===== src/rtl/lpr_pkg.sv =====
// Shared types and constants of the linear PCM resampler.
`timescale 1ns / 1ps
`default_nettype none
package lpr_pkg;

	localparam int SAMPLE_BITS = 16;
	localparam int RATE_W      = 18;
	localparam int PHASE_W     = RATE_W + 1;
	localparam int RESULT_CAP  = 32;
	localparam int CNT_W       = $clog2(RESULT_CAP + 1);

	localparam logic [RATE_W-1:0] RATE_RESET = RATE_W'(16000);

	localparam logic REG_SOURCE_RATE = 1'b0;
	localparam logic REG_TARGET_RATE = 1'b1;

	typedef logic signed [SAMPLE_BITS-1:0] sample_t;

	typedef struct packed {
		sample_t sample_in;
		logic    final_in;
	} lpr_in_t;

	typedef struct packed {
		sample_t sample_out;
		logic    sample_valid;
		logic    run_end;
		logic    stream_end;
		logic    ratio_error;
	} lpr_out_t;

endpackage
`default_nettype wire


===== src/rtl/lpr_div.sv =====
// Restoring divider that forms the blend fraction one quotient bit per cycle.
`timescale 1ns / 1ps
`default_nettype none
module lpr_div import lpr_pkg::*; #(
	parameter int FRACTION_BITS = 16
) (
	input  wire logic                     clk,
	input  wire logic                     arst_n,
	input  wire logic                     start,
	input  wire logic [RATE_W-1:0]        rem,
	input  wire logic [RATE_W-1:0]        dsr,
	output logic                          done,
	output logic [FRACTION_BITS-1:0]      quot
);

	localparam int CW = $clog2(FRACTION_BITS + 1);

	logic              busy_q;
	logic              done_q;
	logic [CW-1:0]     cnt_q;
	logic [RATE_W-1:0] r_q;
	logic [FRACTION_BITS-1:0] q_q;
	logic [RATE_W:0]   r2;
	logic [RATE_W:0]   diff;
	logic              ge;

	always_comb begin
		r2   = {r_q, 1'b0};
		ge   = r2 >= {1'b0, dsr};
		diff = r2 - {1'b0, dsr};
	end

	always_ff @(posedge clk or negedge arst_n) begin
		if (!arst_n) begin
			busy_q <= 1'b0;
			done_q <= 1'b0;
			cnt_q  <= '0;
		end else begin
			done_q <= 1'b0;
			if (start) begin
				busy_q <= 1'b1;
				cnt_q  <= CW'(FRACTION_BITS);
			end else if (busy_q) begin
				cnt_q <= cnt_q - CW'(1);
				if (cnt_q == CW'(1)) begin
					busy_q <= 1'b0;
					done_q <= 1'b1;
				end
			end
		end
	end

	always_ff @(posedge clk) begin
		if (start) begin
			r_q <= rem;
			q_q <= '0;
		end else if (busy_q) begin
			r_q <= ge ? diff[RATE_W-1:0] : r2[RATE_W-1:0];
			q_q <= {q_q[FRACTION_BITS-2:0], ge};
		end
	end

	assign done = done_q;
	assign quot = q_q;

endmodule
`default_nettype wire


===== src/rtl/linear_pcm_resampler.sv =====
// Linear-interpolation sample rate converter for signed PCM words.
//
// Each input word is taken only while the block is idle. Every interpolated output of an item
// passes through the shared restoring divider that forms its blend fraction, then a multiply
// and a blend step; an output that repeats the last sample at the end of a buffer skips these
// steps. Results leave through a one-word output register; a result is held back one step so
// that the last one of each item can carry run_end. Rates must be written through the
// configuration port only while the block is idle; the block itself does not enforce this.
`timescale 1ns / 1ps
`default_nettype none
module linear_pcm_resampler import lpr_pkg::*; #(
	parameter int FRACTION_BITS = 16,
	parameter int MAX_UPSAMPLE  = 16
) (
	input  wire logic              clk,
	input  wire logic              arst_n,
	input  wire logic              in_valid,
	output logic                   in_ready,
	input  wire lpr_in_t           in_data,
	output logic                   out_valid,
	input  wire logic              out_ready,
	output lpr_out_t               out_data,
	input  wire logic              cfg_valid,
	output logic                   cfg_ready,
	input  wire logic              cfg_index,
	input  wire logic [RATE_W-1:0] cfg_data
);

	localparam logic [3:0] ST_IDLE   = 4'd0;
	localparam logic [3:0] ST_CHECK  = 4'd1;
	localparam logic [3:0] ST_LOOP1  = 4'd2;
	localparam logic [3:0] ST_DIV    = 4'd3;
	localparam logic [3:0] ST_MUL    = 4'd4;
	localparam logic [3:0] ST_BLEND  = 4'd5;
	localparam logic [3:0] ST_STORE  = 4'd6;
	localparam logic [3:0] ST_FINCHK = 4'd7;
	localparam logic [3:0] ST_LOOP2  = 4'd8;
	localparam logic [3:0] ST_DONE   = 4'd9;

	localparam int UPW = RATE_W + $clog2(MAX_UPSAMPLE + 1);
	localparam int DW  = SAMPLE_BITS + 1;
	localparam int PW  = DW + FRACTION_BITS + 1;
	localparam logic [PW-1:0] HALF = PW'(1) << (FRACTION_BITS - 1);

	logic [3:0]         state_q;
	logic [RATE_W-1:0]  src_q;
	logic [RATE_W-1:0]  dst_q;
	sample_t            held_q;
	logic               have_q;
	logic [PHASE_W-1:0] phase_q;
	sample_t            s_q;
	logic               fin_q;
	logic               loop2_q;
	logic [CNT_W-1:0]   n_q;
	lpr_out_t           pend_q;
	logic               pend_vld_q;
	sample_t            new_q;
	logic signed [PW-1:0] prod_q;
	logic               out_valid_q;
	lpr_out_t           out_q;

	logic               out_free;
	logic [UPW-1:0]     limit;
	logic               bad;
	logic               below;
	logic               cap_ok;
	logic               store_go;
	logic               done_go;
	logic               push_en;
	lpr_out_t           push_rec;
	lpr_out_t           new_rec;
	lpr_out_t           err_rec;
	logic               div_start;
	logic               div_done;
	logic [FRACTION_BITS-1:0] quot;
	logic signed [DW-1:0] diff;
	logic [PW-1:0]      rounded;
	logic [DW-1:0]      blended;

	lpr_div #(.FRACTION_BITS(FRACTION_BITS)) u_div (
		.clk    (clk),
		.arst_n (arst_n),
		.start  (div_start),
		.rem    (phase_q[RATE_W-1:0]),
		.dsr    (dst_q),
		.done   (div_done),
		.quot   (quot)
	);

	always_comb begin
		out_free  = !out_valid_q || out_ready;
		limit     = UPW'(src_q) * UPW'(MAX_UPSAMPLE);
		bad       = (src_q == '0) || (dst_q == '0) || (UPW'(dst_q) > limit);
		below     = phase_q < PHASE_W'(dst_q);
		cap_ok    = n_q < CNT_W'(RESULT_CAP);
		store_go  = !cap_ok || !pend_vld_q || out_free;
		done_go   = out_free || (!pend_vld_q && !fin_q);
		div_start = (state_q == ST_LOOP1) && below;
		diff      = DW'(s_q) - DW'(held_q);
		rounded   = prod_q + HALF;
		blended   = DW'(held_q) + rounded[FRACTION_BITS +: DW];

		new_rec              = '0;
		new_rec.sample_out   = new_q;
		new_rec.sample_valid = 1'b1;
		err_rec              = '0;
		err_rec.ratio_error  = 1'b1;

		push_en  = 1'b0;
		push_rec = pend_q;
		if (state_q == ST_STORE) begin
			push_en = cap_ok && pend_vld_q && out_free;
		end else if (state_q == ST_DONE && out_free) begin
			if (pend_vld_q) begin
				push_en             = 1'b1;
				push_rec.run_end    = 1'b1;
				push_rec.stream_end = fin_q;
			end else if (fin_q) begin
				push_en             = 1'b1;
				push_rec            = '0;
				push_rec.run_end    = 1'b1;
				push_rec.stream_end = 1'b1;
			end
		end
	end

	always_ff @(posedge clk or negedge arst_n) begin
		if (!arst_n) begin
			src_q       <= RATE_RESET;
			dst_q       <= RATE_RESET;
			state_q     <= ST_IDLE;
			held_q      <= '0;
			have_q      <= 1'b0;
			phase_q     <= '0;
			pend_vld_q  <= 1'b0;
			n_q         <= '0;
			out_valid_q <= 1'b0;
		end else begin
			if (cfg_valid) begin
				unique case (cfg_index)
					REG_SOURCE_RATE: src_q <= cfg_data;
					REG_TARGET_RATE: dst_q <= cfg_data;
					default: ;
				endcase
			end
			if (push_en) begin
				out_valid_q <= 1'b1;
			end else if (out_ready) begin
				out_valid_q <= 1'b0;
			end
			unique case (state_q)
				ST_IDLE: begin
					if (in_valid) begin
						state_q <= ST_CHECK;
					end
				end
				ST_CHECK: begin
					n_q <= '0;
					if (bad) begin
						pend_vld_q <= 1'b1;
						state_q    <= ST_DONE;
					end else if (have_q) begin
						state_q <= ST_LOOP1;
					end else begin
						phase_q <= '0;
						held_q  <= s_q;
						have_q  <= 1'b1;
						state_q <= ST_FINCHK;
					end
				end
				ST_LOOP1: begin
					if (below) begin
						state_q <= ST_DIV;
					end else begin
						phase_q <= phase_q - PHASE_W'(dst_q);
						held_q  <= s_q;
						have_q  <= 1'b1;
						state_q <= ST_FINCHK;
					end
				end
				ST_DIV: begin
					if (div_done) begin
						state_q <= ST_MUL;
					end
				end
				ST_MUL:   state_q <= ST_BLEND;
				ST_BLEND: state_q <= ST_STORE;
				ST_STORE: begin
					if (store_go) begin
						if (cap_ok) begin
							pend_vld_q <= 1'b1;
							n_q        <= n_q + CNT_W'(1);
						end
						phase_q <= phase_q + PHASE_W'(src_q);
						state_q <= loop2_q ? ST_LOOP2 : ST_LOOP1;
					end
				end
				ST_FINCHK: state_q <= fin_q ? ST_LOOP2 : ST_DONE;
				ST_LOOP2:  state_q <= below ? ST_STORE : ST_DONE;
				ST_DONE: begin
					if (done_go) begin
						pend_vld_q <= 1'b0;
						if (fin_q) begin
							held_q  <= '0;
							have_q  <= 1'b0;
							phase_q <= '0;
						end
						state_q <= ST_IDLE;
					end
				end
				default: state_q <= ST_IDLE;
			endcase
		end
	end

	always_ff @(posedge clk) begin
		if (state_q == ST_IDLE && in_valid) begin
			s_q     <= in_data.sample_in;
			fin_q   <= in_data.final_in;
			loop2_q <= 1'b0;
		end
		if (state_q == ST_FINCHK) begin
			loop2_q <= 1'b1;
		end
		if (state_q == ST_CHECK && bad) begin
			pend_q <= err_rec;
		end
		if (state_q == ST_STORE && store_go && cap_ok) begin
			pend_q <= new_rec;
		end
		if (state_q == ST_MUL) begin
			prod_q <= PW'(diff) * $signed({1'b0, quot});
		end
		if (state_q == ST_BLEND) begin
			new_q <= blended[SAMPLE_BITS-1:0];
		end
		if (state_q == ST_LOOP2) begin
			new_q <= s_q;
		end
		if (push_en) begin
			out_q <= push_rec;
		end
	end

	assign in_ready  = state_q == ST_IDLE;
	assign out_valid = out_valid_q;
	assign out_data  = out_q;
	assign cfg_ready = 1'b1;

endmodule
`default_nettype wire


===== config.mk =====
export PLATFORM = sky130hd
export DESIGN_NAME = linear_pcm_resampler
export DESIGN_NICKNAME = d
export VERILOG_FILES = /design/src/rtl/lpr_pkg.sv /design/src/rtl/lpr_div.sv /design/src/rtl/linear_pcm_resampler.sv
export SDC_FILE = /design/constraint.sdc
export NUM_CORES = 1
export LEC_CHECK = 0
export BUFFER_PORTS_ARGS = -buffer_cell sky130_fd_sc_hd__buf_2
export CAP_MARGIN = 20
export CORE_MARGIN = 8
export CORE_UTILIZATION = 40
export DETAILED_ROUTE_END_ITERATION = 16
export SLEW_MARGIN = 30
export SYNTH_ARGS = -nofsm -noshare
export SYNTH_HDL_FRONTEND = slang
export SYNTH_SLANG_ARGS = --single-unit

===== constraint.sdc =====
create_clock -name clk -period 9.2 [get_ports clk]
set_clock_uncertainty 0.1 [all_clocks]
set_input_delay 2.76 -clock clk [delete_from_list [all_inputs] [get_ports clk]]
set_output_delay 2.76 -clock clk [all_outputs]
set_load 0.005 [all_outputs]

==> flow_summary.ini <==
[setup_path]
required_ns = 9.42
worst_path_largest_cell_delay_ns = 0.54
timing.critical_path.slowest_stage_cell = fa_1
critPathTopFamily = adder cells
crit_path_start_kind = register
crit_fanout = 5
end_kind = register
worst-path-buf-inv = 8
worstPathArrival_ns = 8.97
crit_top_cell = inv_1
crit_type = reg2reg

[clocking]
hold_buffers = 0
clock_latency_ns = 0.57
htreeDepth = 1
cts_inserted_buffers = 27
clockBufferDepth = 3
cts-root-buf = clkbuf_16
cts.sinks = 214
cts.reportedPaths.clkPinSlew_ns = 0.06
cts_tree = done

[sta]
setup-tns-final_ns = 0
worst_pin_slew_ns = 0.919
hold_violations = 0
fin_crit_sh_pct = 95.1
layout_setup_ws_ns = 0.451
max_freq_ghz = 0.114
drv_slew = 0
final-setup-viol-count = 0
timing.final.crit_period_ns = 8.75
max-slew-margin-rel_pct = 38.3

[global_routing]
grt_pass1_vias = 17900
antenna_found_initial = 0
grt-ovfl-total = 0
grt_usage_pct = 17.1
grt_pass1_wl_mm = 93.5
grt_max_degree = 64

[synth]
synthFlopType = edfxtp_1
syn_area_um2 = 23200
syn_avg_cell_area_um2 = 9.50
synth_compound_area_share_pct = 10.1
synthSimpleGateAreaFrac_pct = 15.9
ys_ff_latch = 214
synth_nets = 2928
synthCells = 2438
yosys_warnings = 0
synthAdderAreaFrac_pct = 32.8
synth_edf_count = 104
synth-xor-area-share_pct = 4.49
ys_seq_area_share_pct = 25.0
synth.mux.area_fraction_pct = 3.16
synth_top_family_by_area = adder cells
synth_cell_types = 86
synthArstFlopShare_pct = 42.5

[routing]
drt-vias-per-instance = 5.16
drc = 0
drt_iter0_drc = 801
vias = 16800
wl_mm = 56.2
antenna_left = 0
drt-wirelength-per-cell_um = 17.3
dr.pass1.iters = 5

[final_layout]
n_antenna_cell = 0
fillers = 5561
nNetsFinal = 2955
area_growth_pct = 8.84
drive_above_1_share_pct = 8.69

[floorplanning]
die_h_um = 257
die_w_um = 257
core_um2 = 57500
start_util_pct = 40.3
rows = 88
dieArea_um2 = 65800
io_pins = 64

[min_path]
hp-class = reg2reg

[job]
drv_cap = 0

[placed_design]
finalWeightedCongestion = 0.916
portBuffers = 62
dp_hpwl_mm = 45.0
pre_cts_slack_ns = 0.244

[outcome]
outcome = complete, no violations
-- worst min-delay path, delay by kind of cell (launching register included) --
kind | cells | cell delay, ns
flip-flops | 1 | 0.32
AND/OR/NAND/NOR | 2 | 0.11
-- sequential cells by signal, indices dropped and copies added, names as in the netlist --
signal	flops
dst_q	18
u_div.r_q	18
s_q	16
new_q	16
u_div.busy_q	1
src_q	18
u_div.done	1
u_div.cnt_q	5
fin_q	1
n_q	6
loop2_q	1
have_q	1
prod_q	17
state_q	4
pend_vld_q	1
pend_q	18
held_q	16
phase_q	19
out_data	20
u_div.quot	16
out_valid	1
-- logic make-up (layout without fill, tap and decap cells) --
logic type | count (synthesis) | in the layout
AO/OA/AOI/OAI | 341 | 341
adder cells (fa/ha/maj) | 449 | 449
other | 1 | 1
buffers and inverters | 511 | 559
flip-flops | 214 | 214
XOR/XNOR | 117 | 117
AND/OR/NAND/NOR | 735 | 735
multiplexers | 70 | 70
-- path summary, 6_finish.rpt --
| check | from | end | slack, ns | cells past startpoint |
|---|---|---|---|---|
| setup / recovery | s_q[0]$_DFFE_PP_ | prod_q[31]$_DFFE_PP_ | 0.45 | 33 |
| hold / removal | pend_q[0]$_SDFFE_PP0P_ | pend_q[0]$_SDFFE_PP0P_ | 0.37 | 2 |
| setup reg to reg | s_q[0]$_DFFE_PP_ | prod_q[31]$_DFFE_PP_ | 0.45 | 33 |
| hold reg to reg | pend_q[0]$_SDFFE_PP0P_ | pend_q[0]$_SDFFE_PP0P_ | 0.37 | 2 |
| max in group asynchronous | arst_n | held_q[10]$_DFFE_PN0P_ | 5.74 | 2 |
| min in group asynchronous | arst_n | src_q[6]$_DFFE_PN0P_ | 2.03 | 1 |
-- cells in the mapped netlist, types with 9 or more instances --
cell type	instances	area share (%)
inv_1	416	6.7
fa_1	263	23
nand2_1	241	3.9
ha_1	186	10
and2_1	143	3.9
nor2_1	124	2.0
edfxtp_1	104	13
o21ai_0	93	2.0
xnor2_1	81	3.1
dfrtp_1	79	8.5
clkbuf_1	76	1.2
a21oi_1	66	1.4
mux2i_1	45	1.9
xor2_1	35	1.3
nor3_1	31	0.67
nand3_1	28	0.61
and3_1	27	0.73
mux2_2	25	1.2
a21o_1	24	0.78
nor2b_1	24	0.65
nand2b_1	22	0.59
o21a_1	20	0.65
a211oi_1	19	0.62
dfxtp_1	19	1.6
nand4_1	15	0.41
nand3b_1	14	0.45
or3_1	13	0.35
dfstp_2	12	1.4
nor4_1	12	0.32
o211ai_1	12	0.39
and3b_1	10	0.38
or2_2	9	0.24
-- stage by stage --
stage	hold WS, ns	instance area [um^2]	utilization (%)	std cells
finish	0.369	25200	43.8	3251
global route	0.391	25200	43.8	3251
CTS	0.372	25200	43.8	3250
detailed placement	0.363	24300	42.3	3200
global placement	0.347	24300	42.2	3200
floorplan	0.332	23200	-	2438
-- layout by cell type, fill, tap and decap left out, drive strengths merged, types with 20 or more instances in the layout --
cell,Yosys,final
mux2,25,25
xnor2,81,81
and2,143,143
o21ai,95,95
xor2,35,35
mux2i,45,45
a21o,25,25
nand2,241,241
o21a,20,20
fa,263,263
clkbuf,76,31
and3,27,27
buf,19,93
nor2b,24,24
nand2b,22,22
nand3,28,28
ha,186,186
nor2,125,125
a21oi,66,66
nor3,31,31
inv,416,420
edfxtp,104,104
dfrtp,79,79
-- metal layers --
| layer | global-route usage, % | vias up | part of all wire, % |
|---|---|---|---|
| met5 | 0 | - | 0 |
| met4 | 5.15 | 0 | 2.6 |
| met3 | 1.49 | 89 | 2.9 |
| met2 | 30.8 | 287 | 51 |
| met1 | 21.6 | 8400 | 43 |
| li1 | - | 8015 | - |
-- cell type report --
class	instances	area (um^2)	share of cell area [%]
Inverter	416	1560	6.20
Clock inverter	19	146	0.581
Tap cell	765	957	3.80
Multi-Input combinational cell	1713	15500	61.3
Timing Repair Buffer	93	546	2.16
Clock buffer	31	732	2.90
Sequential cell	214	5800	23.0
-- what timing repair did --
action                                 4_1_cts  5_1_grt
endpoints found under the hold margin        0        0
setup buffers                                0        1
resized for setup                            0        5
setup endpoints to repair                    0        5
Power is not shown: default switching activity piles up to over one toggle a cycle in this logic, so the estimate is an artifact.
